<file path="src/rtl/text_mode_glyph_rasterizer_assert.svh">
// ----------------------------------------------------------------------------
// Assertion macros for the text mode glyph rasterizer
// Short wrappers around concurrent assertions with a synchronous reset.
// ----------------------------------------------------------------------------
`ifndef TEXT_MODE_GLYPH_RASTERIZER_ASSERT_SVH
`define TEXT_MODE_GLYPH_RASTERIZER_ASSERT_SVH

// The consequent must hold in the same cycle as the antecedent.
`define TMGR_ASSERT_SAME(label, clk, rst, ante, cons, msg) \
   label: assert property (@(posedge clk) disable iff (rst) (ante) |-> (cons)) \
      else $error(msg);

// The consequent must hold in the cycle after the antecedent.
`define TMGR_ASSERT_NEXT(label, clk, rst, ante, cons, msg) \
   label: assert property (@(posedge clk) disable iff (rst) (ante) |=> (cons)) \
      else $error(msg);

`endif

</file>
<file path="src/rtl/tmgr_pkg.sv">
// ----------------------------------------------------------------------------
// tmgr_pkg
// Shared types, codes and constants of the text mode glyph rasterizer.
// ----------------------------------------------------------------------------
`default_nettype none

package tmgr_pkg;

   // Number of colour registers and width of the register index.
   localparam int NUM_COLOR_REGS = 5;
   localparam int CSR_INDEX_W    = 3;

   // Default depth of the queue between front and back end.
   localparam int QUEUE_DEPTH = 2;

   // Text mode codes.
   localparam logic [2:0] MODE_NONE   = 3'd0;
   localparam logic [2:0] MODE_MONO_T = 3'd1;
   localparam logic [2:0] MODE_MONO_B = 3'd2;
   localparam logic [2:0] MODE_MONO_D = 3'd3;
   localparam logic [2:0] MODE_MULTI  = 3'd4;
   localparam logic [2:0] MODE_MULTI2 = 3'd5;
   localparam logic [2:0] MODE_WIDE   = 3'd6;
   localparam logic [2:0] MODE_WIDE2  = 3'd7;

   // Character code fields and colour select limit.
   localparam logic [7:0] DESC_MARK = 8'h60;
   localparam logic [7:0] INV_LIMIT = 8'd128;
   localparam logic [7:0] SEL_LIMIT = 8'd4;

   // Colour register indexes.
   localparam logic [2:0] REG_PAIR_ONE   = 3'd1;
   localparam logic [2:0] REG_PAIR_TWO   = 3'd2;
   localparam logic [2:0] REG_BACKGROUND = 3'd3;
   localparam logic [2:0] REG_INV_PAIR   = 3'd4;

   // Multicolour pair values.
   localparam logic [1:0] PAIR_NONE  = 2'd0;
   localparam logic [1:0] PAIR_ONE   = 2'd1;
   localparam logic [1:0] PAIR_TWO   = 2'd2;
   localparam logic [1:0] PAIR_THREE = 2'd3;

   // Last row index per class.
   localparam logic [3:0] LAST_ROW_ERROR = 4'd0;
   localparam logic [3:0] LAST_ROW_PLAIN = 4'd7;
   localparam logic [3:0] LAST_ROW_DESC  = 4'd9;

   typedef logic [NUM_COLOR_REGS-1:0][7:0] color_regs_type;

   // Class of a character request after decoding.
   typedef enum logic [1:0] {
      KIND_ERROR,
      KIND_MONO,
      KIND_MULTI,
      KIND_WIDE
   } kind_type;

   // Input transaction payload.
   typedef struct packed {
      logic [2:0]  mode;
      logic [7:0]  char_code;
      logic [7:0]  color;
      logic [63:0] glyph;
      logic [9:0]  pos_x;
      logic [8:0]  pos_y;
   } req_type;

   // Result transaction payload.
   typedef struct packed {
      logic [9:0]  row_y;
      logic [9:0]  start_x;
      logic [3:0]  cell_count;
      logic [1:0]  cell_width;
      logic [1:0]  cell_height;
      logic [7:0]  write_mask;
      logic [63:0] cell_colors;
      logic        mode_error;
      logic        last_row;
   } rsp_type;

   // Decoded character waiting in the queue.
   typedef struct packed {
      kind_type    kind;
      logic        transparent;
      logic        descender;
      logic        inverse;
      logic        tall;
      logic [3:0]  last_idx;
      logic [2:0]  sel;
      logic [7:0]  fg;
      logic [63:0] glyph;
      logic [9:0]  pos_x;
      logic [8:0]  pos_y;
   } entry_type;

   // Queue status seen by both ends.
   typedef struct packed {
      logic full;
      logic empty;
   } queue_status_type;

endpackage

`default_nettype wire

</file>
<file path="src/rtl/tmgr_front.sv">
// ----------------------------------------------------------------------------
// tmgr_front
// Accepts character requests and decodes them into queue entries.
// ----------------------------------------------------------------------------
`default_nettype none

module tmgr_front
   import tmgr_pkg::*;
(
   input  wire logic             req_valid,
   output logic                  req_stall,
   input  wire req_type          req_payload,
   input  wire queue_status_type q_status,
   output logic                  q_push,
   output entry_type             q_entry
);

   // A request is taken whenever the queue has room.
   assign req_stall = q_status.full;
   assign q_push    = req_valid && !q_status.full;

   // Decode the mode and character code into the row sequencing controls.
   always_comb begin
      q_entry             = '0;
      q_entry.kind        = KIND_ERROR;
      q_entry.last_idx    = LAST_ROW_ERROR;
      q_entry.inverse     = (req_payload.char_code >= INV_LIMIT);
      q_entry.fg          = req_payload.color;
      q_entry.glyph       = req_payload.glyph;
      q_entry.pos_x       = req_payload.pos_x;
      q_entry.pos_y       = req_payload.pos_y;
      q_entry.sel         = (req_payload.color > SEL_LIMIT) ? REG_INV_PAIR
                                                            : req_payload.color[2:0];
      unique case (req_payload.mode) inside
         MODE_MONO_T, MODE_MONO_B, MODE_MONO_D: begin
            q_entry.kind        = KIND_MONO;
            q_entry.transparent = (req_payload.mode == MODE_MONO_T);
            q_entry.descender   = (req_payload.mode == MODE_MONO_D) &&
               ((req_payload.char_code & DESC_MARK) == DESC_MARK);
            q_entry.last_idx    = (req_payload.mode == MODE_MONO_D) ? LAST_ROW_DESC
                                                                   : LAST_ROW_PLAIN;
         end
         MODE_MULTI, MODE_MULTI2: begin
            q_entry.kind     = KIND_MULTI;
            q_entry.tall     = (req_payload.mode == MODE_MULTI2);
            q_entry.last_idx = LAST_ROW_PLAIN;
         end
         MODE_WIDE, MODE_WIDE2: begin
            q_entry.kind     = KIND_WIDE;
            q_entry.tall     = (req_payload.mode == MODE_WIDE2);
            q_entry.last_idx = LAST_ROW_PLAIN;
         end
         MODE_NONE: begin
            q_entry.kind = KIND_ERROR;
         end
         default: begin
            q_entry.kind = KIND_ERROR;
         end
      endcase
   end

endmodule

`default_nettype wire

</file>
<file path="src/rtl/tmgr_queue.sv">
// ----------------------------------------------------------------------------
// tmgr_queue
// Short FIFO of decoded characters between front and back end.
// ----------------------------------------------------------------------------
`default_nettype none

module tmgr_queue
   import tmgr_pkg::*;
#(
   parameter int DEPTH = QUEUE_DEPTH
) (
   input  wire logic       clock,
   input  wire logic       reset,
   input  wire logic       push,
   input  wire entry_type  push_entry,
   input  wire logic       pop,
   output entry_type       head,
   output queue_status_type status
);

   localparam int PTR_W = (DEPTH > 1) ? $clog2(DEPTH) : 1;
   localparam int CNT_W = $clog2(DEPTH + 1);

   entry_type           entries_ff [DEPTH];
   logic [PTR_W-1:0]    wr_ptr_ff, wr_ptr_in;
   logic [PTR_W-1:0]    rd_ptr_ff, rd_ptr_in;
   logic [CNT_W-1:0]    count_ff, count_in;
   logic                do_push, do_pop;

   assign status.full  = (count_ff == CNT_W'(DEPTH));
   assign status.empty = (count_ff == '0);
   assign do_push      = push && !status.full;
   assign do_pop       = pop && !status.empty;
   assign head         = entries_ff[rd_ptr_ff];

   // Pointer wrap and occupancy update.
   always_comb begin
      wr_ptr_in = wr_ptr_ff;
      rd_ptr_in = rd_ptr_ff;
      count_in  = count_ff;
      if (do_push) begin
         wr_ptr_in = (wr_ptr_ff == PTR_W'(DEPTH - 1)) ? '0 : wr_ptr_ff + 1'b1;
      end
      if (do_pop) begin
         rd_ptr_in = (rd_ptr_ff == PTR_W'(DEPTH - 1)) ? '0 : rd_ptr_ff + 1'b1;
      end
      case ({do_push, do_pop})
         2'b10:   count_in = count_ff + 1'b1;
         2'b01:   count_in = count_ff - 1'b1;
         default: count_in = count_ff;
      endcase
   end

   always_ff @(posedge clock) begin
      if (reset) begin
         wr_ptr_ff <= '0;
         rd_ptr_ff <= '0;
         count_ff  <= '0;
      end else begin
         wr_ptr_ff <= wr_ptr_in;
         rd_ptr_ff <= rd_ptr_in;
         count_ff  <= count_in;
      end
   end

   // Entry storage carries no reset.
   always_ff @(posedge clock) begin
      if (do_push) begin
         entries_ff[wr_ptr_ff] <= push_entry;
      end
   end

endmodule

`default_nettype wire

</file>
<file path="src/rtl/tmgr_back.sv">
// ----------------------------------------------------------------------------
// tmgr_back
// Walks the rows of the character at the queue head, one row per cycle while
// rsp_stall is low, and holds each row result in an output register.
// ----------------------------------------------------------------------------
`default_nettype none

module tmgr_back
   import tmgr_pkg::*;
(
   input  wire logic             clock,
   input  wire logic             reset,
   input  wire color_regs_type   color_regs,
   input  wire entry_type        head,
   input  wire queue_status_type q_status,
   output logic                  q_pop,
   output logic                  rsp_valid,
   input  wire logic             rsp_stall,
   output rsp_type               rsp_payload
);

   logic [3:0] row_ff, row_in;
   logic       rsp_valid_ff, rsp_valid_in;
   rsp_type    rsp_ff, rsp_in;
   logic       advance, fire, last;
   logic [7:0] byte_raw, byte_row;
   logic       blank;
   logic [1:0] pair;
   logic [7:0] pair_color;

   assign advance     = !rsp_valid_ff || !rsp_stall;
   assign fire        = advance && !q_status.empty;
   assign last        = (row_ff == head.last_idx);
   assign q_pop       = fire && last;
   assign rsp_valid   = rsp_valid_ff;
   assign rsp_payload = rsp_ff;

   // Row counter restarts for every character.
   always_comb begin
      row_in = row_ff;
      if (fire) begin
         row_in = last ? '0 : row_ff + 1'b1;
      end
   end

   // Build the result of the current row.
   always_comb begin
      byte_raw = head.glyph[63 - 8 * row_ff[2:0] -: 8];
      blank    = head.descender ? (row_ff < 4'd2) : (row_ff > 4'd7);
      byte_row = blank ? 8'h00 : byte_raw;
      pair       = PAIR_NONE;
      pair_color = '0;

      rsp_in             = '0;
      rsp_in.row_y       = {1'b0, head.pos_y} +
                           (head.tall ? {5'b0, row_ff, 1'b0} : {6'b0, row_ff});
      rsp_in.start_x     = head.pos_x;
      rsp_in.cell_count  = 4'd8;
      rsp_in.cell_width  = 2'd2;
      rsp_in.cell_height = head.tall ? 2'd2 : 2'd1;
      rsp_in.last_row    = last;

      case (head.kind)
         KIND_MONO: begin
            // One bit per cell, complemented for inverse codes.
            if (head.inverse) begin
               byte_row = ~byte_row;
            end
            rsp_in.cell_width = 2'd1;
            for (int x = 0; x < 8; x++) begin
               if (byte_row[7 - x]) begin
                  rsp_in.write_mask[7 - x]         = 1'b1;
                  rsp_in.cell_colors[63 - 8*x -: 8] = head.fg;
               end else if (!head.transparent) begin
                  rsp_in.write_mask[7 - x]         = 1'b1;
                  rsp_in.cell_colors[63 - 8*x -: 8] = color_regs[REG_BACKGROUND];
               end
            end
         end
         KIND_MULTI: begin
            // Two bits per cell; pair value zero is not drawn.
            rsp_in.cell_count = 4'd4;
            for (int x = 0; x < 4; x++) begin
               pair = byte_row[7 - 2*x -: 2];
               case (pair)
                  PAIR_ONE:   pair_color = color_regs[REG_PAIR_ONE];
                  PAIR_TWO:   pair_color = color_regs[REG_PAIR_TWO];
                  PAIR_THREE: pair_color = head.inverse ? color_regs[REG_INV_PAIR]
                                                        : color_regs[REG_BACKGROUND];
                  default:    pair_color = '0;
               endcase
               rsp_in.write_mask[7 - x]          = (pair != PAIR_NONE);
               rsp_in.cell_colors[63 - 8*x -: 8] = pair_color;
            end
         end
         KIND_WIDE: begin
            // Set bits draw in the selected colour register.
            rsp_in.write_mask = byte_row;
            for (int x = 0; x < 8; x++) begin
               if (byte_row[7 - x]) begin
                  rsp_in.cell_colors[63 - 8*x -: 8] = color_regs[head.sel];
               end
            end
         end
         default: begin
            // Unsupported mode: a single empty error row.
            rsp_in.row_y       = {1'b0, head.pos_y};
            rsp_in.cell_count  = '0;
            rsp_in.cell_width  = 2'd1;
            rsp_in.cell_height = 2'd1;
            rsp_in.mode_error  = 1'b1;
            rsp_in.last_row    = 1'b1;
         end
      endcase
   end

   // Output register is reloaded whenever it is empty or being taken.
   always_comb begin
      rsp_valid_in = rsp_valid_ff;
      if (advance) begin
         rsp_valid_in = fire;
      end
   end

   always_ff @(posedge clock) begin
      if (reset) begin
         row_ff       <= '0;
         rsp_valid_ff <= 1'b0;
      end else begin
         row_ff       <= row_in;
         rsp_valid_ff <= rsp_valid_in;
      end
   end

   always_ff @(posedge clock) begin
      if (fire) begin
         rsp_ff <= rsp_in;
      end
   end

endmodule

`default_nettype wire

</file>
<file path="src/rtl/text_mode_glyph_rasterizer.sv">
// ----------------------------------------------------------------------------
// text_mode_glyph_rasterizer
// Top level: colour registers, request decoder, queue and row generator.
// ----------------------------------------------------------------------------
// Each character request produces one result transaction per displayed row,
// issued one per clock by the row generator while rsp_stall is low: ten rows
// for mode 3, eight for modes 1, 2 and 4 to 7, one for an unsupported mode.
// The row generator's single row per cycle sets the sustained rate. A queue
// of QUEUE_DEPTH decoded characters sits between the request side and the
// row generator, so new requests are taken while earlier rows are still being
// produced; rows are held in an output register after the queue. Colour
// registers are written through the csr_ port, which never waits.
`default_nettype none

`include "text_mode_glyph_rasterizer_assert.svh"

module text_mode_glyph_rasterizer
   import tmgr_pkg::*;
#(
   parameter int QUEUE_DEPTH_P = QUEUE_DEPTH
) (
   input  wire logic                   clock,
   input  wire logic                   reset,
   input  wire logic                   req_valid,
   output logic                        req_stall,
   input  wire req_type                req_payload,
   output logic                        rsp_valid,
   input  wire logic                   rsp_stall,
   output rsp_type                     rsp_payload,
   input  wire logic                   csr_valid,
   output logic                        csr_ready,
   input  wire logic [CSR_INDEX_W-1:0] csr_index,
   input  wire logic [7:0]             csr_data
);

   color_regs_type   color_reg_ff;
   logic             q_push, q_pop;
   entry_type        q_entry, q_head;
   queue_status_type q_status;

   // Colour register writes; indexes past the last register are dropped.
   assign csr_ready = 1'b1;

   always_ff @(posedge clock) begin
      if (reset) begin
         color_reg_ff <= '0;
      end else if (csr_valid && csr_ready &&
                   (csr_index < CSR_INDEX_W'(NUM_COLOR_REGS))) begin
         color_reg_ff[csr_index] <= csr_data;
      end
   end

   tmgr_front u_front (
      .req_valid   (req_valid),
      .req_stall   (req_stall),
      .req_payload (req_payload),
      .q_status    (q_status),
      .q_push      (q_push),
      .q_entry     (q_entry)
   );

   tmgr_queue #(
      .DEPTH (QUEUE_DEPTH_P)
   ) u_queue (
      .clock      (clock),
      .reset      (reset),
      .push       (q_push),
      .push_entry (q_entry),
      .pop        (q_pop),
      .head       (q_head),
      .status     (q_status)
   );

   tmgr_back u_back (
      .clock       (clock),
      .reset       (reset),
      .color_regs  (color_reg_ff),
      .head        (q_head),
      .q_status    (q_status),
      .q_pop       (q_pop),
      .rsp_valid   (rsp_valid),
      .rsp_stall   (rsp_stall),
      .rsp_payload (rsp_payload)
   );

   // An error transaction always closes its character.
   `TMGR_ASSERT_SAME(a_error_is_last, clock, reset, rsp_valid && rsp_payload.mode_error, rsp_payload.last_row, "error result without last_row")

   // Multicolour rows never enable the unused low cells.
   `TMGR_ASSERT_SAME(a_multi_low_cells, clock, reset, rsp_valid && (rsp_payload.cell_count == 4'd4), (rsp_payload.write_mask[3:0] == 4'h0) && (rsp_payload.cell_colors[31:0] == 32'h0), "multicolour row drives unused cells")

   // A pop leaves the queue with room for the next request.
   `TMGR_ASSERT_NEXT(a_pop_frees_slot, clock, reset, q_pop && !q_push, !q_status.full, "queue still full after pop")

endmodule

`default_nettype wire
</file>
<file path="config.mk">
export PLATFORM = sky130hd
export DESIGN_NAME = text_mode_glyph_rasterizer
export DESIGN_NICKNAME = d
export VERILOG_FILES = /design/src/rtl/tmgr_pkg.sv /design/src/rtl/tmgr_front.sv /design/src/rtl/tmgr_queue.sv /design/src/rtl/tmgr_back.sv /design/src/rtl/text_mode_glyph_rasterizer.sv
export VERILOG_INCLUDE_DIRS = /design/src /design/src/rtl
export SDC_FILE = /design/constraint.sdc
export NUM_CORES = 1
export LEC_CHECK = 0
export ABC_AREA = 1
export BUFFER_PORTS_ARGS = -buffer_cell sky130_fd_sc_hd__clkbuf_2
export CORE_ASPECT_RATIO = 1.75
export CORE_MARGIN = 2
export CORE_UTILIZATION = 44
export CTS_CLUSTER_SIZE = 25
export DETAILED_ROUTE_END_ITERATION = 6
export GPL_ROUTABILITY_DRIVEN = 0
export HOLD_SLACK_MARGIN = 0.06
export PLACE_DENSITY = 0.69
export SYNTH_ARGS = -nofsm -noshare
export SYNTH_HDL_FRONTEND = slang
export SYNTH_SLANG_ARGS = --single-unit
export TNS_END_PERCENT = 30
</file>
<file path="constraint.sdc">
create_clock -name clock -period 6.53 [get_ports clock]
set_input_delay 1.306 -clock clock [delete_from_list [all_inputs] [get_ports clock]]
set_output_delay 1.306 -clock clock [all_outputs]
set_load 0.01 [all_outputs]
</file>
==> metrics.txt <==
Final ANT Viol Nets=0; class of the most critical setup path=reg -> reg; CTS Buffer Depth=3; Final Skew=24.6 ps; cell area power density=304 nW/µm²; Starting Density=44.4%; Final Hold Vio Count=0; critical path's largest stage delay=between 700 and 800 ps; max_slew headroom=11.4%; setup repair bufs after CTS=0; RSZ-0062 raised after global routing=false; first-pass iteration count of the detailed router=6; total track usage=23.1%; Ys Warns=0; Worst VDD drop=0.216 mV; clk slew on worst S/H paths=approximately 60 ps; detailed-route via count=13,934; total core area=39,000 µm²; fmax=0.257 GHz; design area=19,700 µm²; CTS tree=done; area grow syn2layout=14.0%; placed cell areas=between 15,000 and 20,000 µm²; Crit path required time=between 6000 and 7000 ps; vias per inst=roughly 5.4; final instance count without filler cells=between 2,000 and 3,000; first-pass GRT wire length=72.9 mm; # port buffers=214; Slowest cell on crit path=dfxtp_4; Die Ht=267 µm; Final min period=3890 ps; max-cap viol count=0; #FFs+latches synth=356; setup_tns=0 ps; Slew @ Worst Pin=~1300 ps; cts repair resizes=0; Cells after Synth=1,860; top area cells in the synthesized netlist=edfxtp_1 53%, nand2_1 12%, nand3_1 11%; clock sinks=356; Synth Area per Inst=about 9.3 µm²; root buffer cell=clkbuf_16; die area=41,000 µm²; final wirelength=48.1 mm; distinct cell type count after synthesis=42; Reg2Reg Setup Slack=approximately 2600 ps; Seq/Total Area, Yosys=58.8%; CP Launch Type=register; DRC Markers=0; Synth top area share=a little over half; initial antenna violation count=1; chip width=154 µm; CP Data Arrival Time=between 4000 and 5000 ps; Iter 0 DRT Violations=1,144; Post-Syn Area=17,300 µm²; Slew Limit Fails=0; status=complete, no violations; Crit path top cell by count=nand3_1; hold path start=u_queue.rd_ptr_ff$_SDFFE_PP0P_; H-tree lvl count=2; placed instance count=2,517; Hold/Removal Path Class=reg -> reg; Setup violations, final=0; vias in the first global route=13,263; grt ovf=0; per-cell routed wire length=18.7 µm; FP Rows=96; Hold Path Depth=2; post-DP HPWL=33.4 mm; layout cells sized above 1=about 18%; crit share post-route=59.6%; post-synth top area cell=edfxtp_1; Leak=~8.5 nW; RR Endpoint=u_back.rsp_payload[44]$_SDFFCE_PN0P_; IO Pins=about 220; setup ws final=2640 ps; CP endpoint kind=register; TritonCTS buffer count=34; # nets final=2,189; Setup WS pre-CTS=2640 ps; CTS Hold Bufs=0; clk_lat worst skew=about 540 ps; CP max FO=59; Worst R2R Path Depth=9; cell chain of the critical path=inv_4 -> buf_4 -> or2_2 -> nand2_2 -> inv_2 -> nand2_1 -> nand3_1 -> nand3_1 -> nand3_1; largest net degree at the start of global routing=73
[Yosys cell counts]
cell      instances
a211oi_1          1
conb_1            2
clkinv_1          2
buf_8             1
buf_4            11
nand3_4           1
nand3_2           6
ha_1              7
nand2_2          14
clkbuf_1         17
nand2_1         535
nand2_4           6
a21o_1            1
a21oi_1          33
nor4_1            1
buf_6            15
nor2_8            2
o21ai_2          26
xor2_1            4
mux2i_1          10
o21ai_4           2
nand3b_1          4
dfxtp_1          50
xnor2_1           2
inv_4             3
o21ai_0          77
nor2_4           10
inv_2            10
o21ai_1          18
buf_2            18
mux2i_2           2
inv_1           166
nor2_2            8
nor2_1          101
edfxtp_1        306
a31oi_1           3
nand3_1         368
nand4_1           1
or2_2             8
nor3_1            2
fa_1              1
or2_1             5
[how the worst max path moves through the flow]
stage,start,endpoint,slack (ps),cells after the start
6_report,register,u_back.rsp_payload[44]$_SDFFCE_PN0P_,2640,9
5_1_grt,register,u_back.rsp_payload[44]$_SDFFCE_PN0P_,2330,9
4_1_cts,register,u_back.rsp_payload[63]$_SDFFCE_PN0P_,2620,9
3_5_place_dp,register,u_back.rsp_payload[63]$_SDFFCE_PN0P_,2640,9
3_3_place_gp,register,u_back.rsp_payload[60]$_SDFFCE_PN0P_,2690,9
2_1_floorplan,req_valid,u_queue.entries_ff[0][0]$_DFFE_PP_,170,2
[final cells by class]
cell class | instances | area, µm²
sequential | 356 | 10200
timing repair buffer | 228 | 1180
clock inverter | 20 | 145
inverter | 181 | 689
clock buffer | 39 | 870
fill | 3551 | 19300
antenna | 2 | 5.00
multi-input combinational | 1262 | 6050
tap | 490 | 613
[report_power, final]
part           switching (mW)  internal [mW]
clock                   0.832           1.00
combinational           0.978          0.369
sequential             0.0731           2.75
[through the flow]
| step | hold WS [ps] | total power, mW | utilization (%) |
|---|---|---|---|
| after floorplan | 439 | 3.79 | - |
| after global placement | 444 | 4.17 | 48.0 |
| after detailed placement | 463 | 4.21 | 48.0 |
| after global routing | 500 | 6.28 | 50.6 |
| final | 476 | 6.00 | 50.6 |
| after CTS | 474 | 6.04 | 50.6 |
[cells in the final DEF, fill, tap and decap left out, drive strengths merged, types with 2 or more instances in the layout]
master,instances
nor3,2
xnor2,2
or2,13
a31oi,3
dfxtp,50
mux2i,12
clkinvlp,3
diode,2
nand2,555
clkinv,17
o21ai,123
nand3b,4
xor2,4
clkbuf,253
buf,14
inv,180
nor2,121
a21oi,33
conb,3
edfxtp,306
ha,7
nand3,375
[worst max-delay path: cells and delay by family, from the launching register on]
family,cells,cell delay (ps)
flip-flops,1,780
buffers and inverters,3,1040
AND/OR/NAND/NOR,6,1720
[per-layer routing]
layer	up-vias	global-route usage, %	share of wire, %
li1	6691	-	-
met1	6369	24.1	33
met2	673	42.3	52
met3	201	3.41	7.0
met4	0	16.0	7.7
met5	-	0	0
[cell families after synthesis]
family,Yosys count,share of synthesized area (%)
AO/OA/AOI/OAI,161,5.39
XOR/XNOR,6,0.303
adder cells (fa/ha/maj),8,0.621
buffers and inverters,243,6.39
flip-flops,356,58.8
multiplexers,12,0.737
other,2,0.0433
AND/OR/NAND/NOR,1072,27.7
[registers in the layout, indices dropped and copies added (netlist names), named ones only]
signal	flops
color_reg_ff	40
u_queue.wr_ptr_ff	1
u_queue.rd_ptr_ff	1
u_queue.count_ff	2
u_back.rsp_valid	1
u_back.row_ff	4
u_queue.entries_ff	206
u_back.rsp_payload	100
(Power assumes the default switching activity.)
